[config.mk]
export PLATFORM = sky130hd
export DESIGN_NAME = mss_ram
export DESIGN_NICKNAME = d
export VERILOG_FILES = /design/src/hw/rtl/mss_ram.sv
export SDC_FILE = /design/constraint.sdc
export NUM_CORES = 1
export LEC_CHECK = 0
export ABC_CLOCK_PERIOD_IN_PS = 2800
export BUFFER_PORTS_ARGS = -buffer_cell sky130_fd_sc_hd__clkbuf_2
export CORE_UTILIZATION = 60
export DETAILED_ROUTE_END_ITERATION = 12
export PLACE_DENSITY = 0.85
export RECOVER_POWER = 50
export SYNTH_ARGS = -nofsm -noshare
export SYNTH_HDL_FRONTEND = slang
export SYNTH_SLANG_ARGS = --single-unit
[constraint.sdc]
create_clock -name i_clk -period 2.8 [get_ports i_clk]
set_clock_uncertainty 0.2 [all_clocks]
set_input_delay 0.56 -clock i_clk [delete_from_list [all_inputs] [get_ports i_clk]]
set_output_delay 0.56 -clock i_clk [all_outputs]
set_load 0.05 [all_outputs]
[src/hw/rtl/mss_ram.sv]
// Generic single write port, single read port RAM with registered read.
module mss_ram #(
    parameter int unsigned WIDTH = 8,
    parameter int unsigned DEPTH = 16
) (
    input  logic                     i_clk,
    input  logic                     i_we,
    input  logic [$clog2(DEPTH)-1:0] i_waddr,
    input  logic [WIDTH-1:0]         i_wdata,
    input  logic [$clog2(DEPTH)-1:0] i_raddr,
    output logic [WIDTH-1:0]         o_rdata
);

    logic [WIDTH-1:0] r_mem [DEPTH];
    logic [WIDTH-1:0] r_rdata;

    always_ff @(posedge i_clk) begin
        if (i_we) begin
            r_mem[i_waddr] <= i_wdata;
        end
        r_rdata <= r_mem[i_raddr];
    end

    assign o_rdata = r_rdata;

endmodule

==> reports/results.tsv <==
metric	value	unit
run status	complete, no violations	
worst r2r src	r_mem[3][6]	
post-route ant nets	0	
slowest CP cell	dfxtp_1	
largest net degree at the start of global routing	33	
Die Wd	94.63	µm
Period Utilization, post-route	0.6872	
initial drt markers	261	
cts repair resizes	0	
post-synth top area share	0.7467	
core box area	0.008258	mm²
share of layout cells above drive strength 1	0.2833	
startpoint types	flip-flop	
number of core rows	33	
Starting Density	0.6233	
depth of the worst hold-timing path	2	
Via Count	2599	
Hold Fails Final Rpt	0	
Synthesis Warnings	0	
largest delay contributor family on the critical path	flip-flops	
Vert. Die Dim	94.63	µm
leading area contributor after synthesis	edfxtp_1	
Fillers	462	
area of the multi-input gates	0.001057	mm²
post-CTS setup buffers	0	
commonest non-fill, non-tap cell in the layout	edfxtp_1	
Synth Cell Area	0.005147	mm²
cells after synthesis	229	
reg2reg setup slack	1.13	ns
net count after synthesis	247	
area delta synth->final	17.82	%
Vias/cell	6.530	
relative slew slack	0.4478	
most frequent cells in the layout	edfxtp_1 (128), mux4_2 (18), a22oi_1 (16), clkbuf_16 (16), clkbuf_2 (16)	
Overall Power	4.872	mW
CP peak stage delay	0.34	ns
Net count, final	298	
DR DRC count	0	
PortBufs	25	
TritonCTS Buffers	17	
drt pass-1 iters	5	
Slew Viols, Final	0	
Sequential Area	0.004004	mm²
H-tree depth	4	
worst-path fanout max	1	
min Tclk post-route	1.924	ns
Finished Core Util	0.7344	
gpl congestion	0.7758	
Post-DP HPWL	5823	µm
# IOs	26	
worst slew pin tran	0.8266	ns
Routed WL per cell	26.80	µm
CTS sink count	136	
TritonCTS clock tree	yes	
Seq/Total Area, Yosys	0.7778	
first-pass GRT wire length	15730	µm
#FFs+latches synth	136	
Setup TNS	0	ns
final WL	10670	µm
vias in the first global route	2550	
Final setup viols	0	
unrepaired setup endpoints after global routing	no	
syn avg cell area	22.48	µm²
Hold EP	r_mem[4][1]	
Worst setup EP type	primary output	
cts hold-fix bufs	0	
grt ovf	0	
DIE AREA	0.008954	mm²
worst min-delay path class	primary input to flip-flop	
Power Dens Cells	803.4	mW/mm²
worst hold slack	0.3248	ns
maximum vdd drop	0.4609	mV
Netlist cell types	19	
Ant. Diodes	0	
clk_lat worst skew	0.53	ns
Crit path arrival time	1.16	ns
worst-path cell chain	clkbuf_2	
Leakage Power	2.064	nW
maximum root-to-sink buffer count	2	
Total GRT Usage	0.2709	
clock root cell	clkbuf_8	
Synth area leaders	edfxtp_1 (75%), mux4_2 (7.9%), mux4_1 (7.1%), dfxtp_1 (3.1%), a22oi_1 (2.3%)	
CP bufs+invs	1	
antenna violations before repair	0	
Worst-path clk slew	0.06	ns
Req. time, crit path	2.04	ns
Max Clock Freq	519.7	MHz
max-cap violation count	0	
critical path class	flip-flop to primary output	
r2r worst-path depth	3	
r2r endpoint	o_rdata[6]	
hold_sp	i_waddr[0]	
state kept, by name, indices dropped and copies added, names as in the netlist:
register,flops
o_rdata,8
r_mem,128
metal layers:
layer	GRT usage	routed length, µm	vias to the layer above
met5	0	0	-
li1	-	-	1071
met3	0.08776	886	40
met2	0.3795	4967	166
met1	0.3785	4343	1322
met4	0.1566	469	0
stage by stage:
stage | cells | worst slack (ns) | instance area, µm²
after floorplan | 229 | 0.5471 | 5147
after global placement | 366 | 0.5514 | 5458
after detailed placement | 366 | 0.5096 | 5458
after CTS | 398 | 0.8470 | 6080
after global routing | 398 | 0.8392 | 6065
final | 398 | 0.8758 | 6065
cells by family (layout without fill, tap and decap cells):
| kind of cell | count (synthesis) | in the layout | synth area share |
|---|---|---|---|
| DFF | 136 | 136 | 0.7778 |
| and+or+nand+nor | 35 | 35 | 0.03184 |
| AOI/OAI and AO/OA | 16 | 16 | 0.02334 |
| muxes | 32 | 32 | 0.1502 |
| buffers and inverters | 10 | 74 | 0.01677 |
layout make-up:
| cell class | instances | share of cell area |
|---|---|---|
| Clock inverter | 14 | 0.03198 |
| Clock buffer | 18 | 0.07056 |
| Timing Repair Buffer | 42 | 0.04126 |
| Sequential cell | 136 | 0.6602 |
| Tap cell | 105 | 0.02166 |
| Multi-Input combinational cell | 83 | 0.1743 |
synth_stat cells:
master and instances:
nor2b_1 1, nand2_1 9, nand3_1 1, buf_6 3
dfxtp_1 8, nor2_1 13, clkdlybuf4s25_2 3, nand2b_1 2
or3b_2 1, buf_4 1, nor3_1 4, mux4_1 14
mux4_2 18, and2b_1 1, buf_2 3, nand3b_1 2
edfxtp_1 128, and2_1 1, a22oi_1 16
power by group:
part	internal [mW]	switching (mW)	total (mW)
combinational	0.0863	0.165	0.251
clock	1.48	0.853	2.33
sequential	2.28	0.0153	2.29
worst max-delay path by stage:
| stage | startpoint | to | slack, ns | cells past startpoint |
|---|---|---|---|---|
| 2_1_floorplan | i_waddr[2] | r_mem[0][0] | 0.55 | 2 |
| 3_3_place_gp | i_waddr[2] | r_mem[1][4] | 0.55 | 3 |
| 3_5_place_dp | i_waddr[2] | r_mem[1][5] | 0.51 | 3 |
| 4_1_cts | o_rdata[3] | o_rdata[3] | 0.85 | 1 |
| 5_1_grt | o_rdata[3] | o_rdata[3] | 0.84 | 1 |
| 6_report | o_rdata[3] | o_rdata[3] | 0.88 | 1 |
No activity file was read; power rests on OpenSTA's default activity.
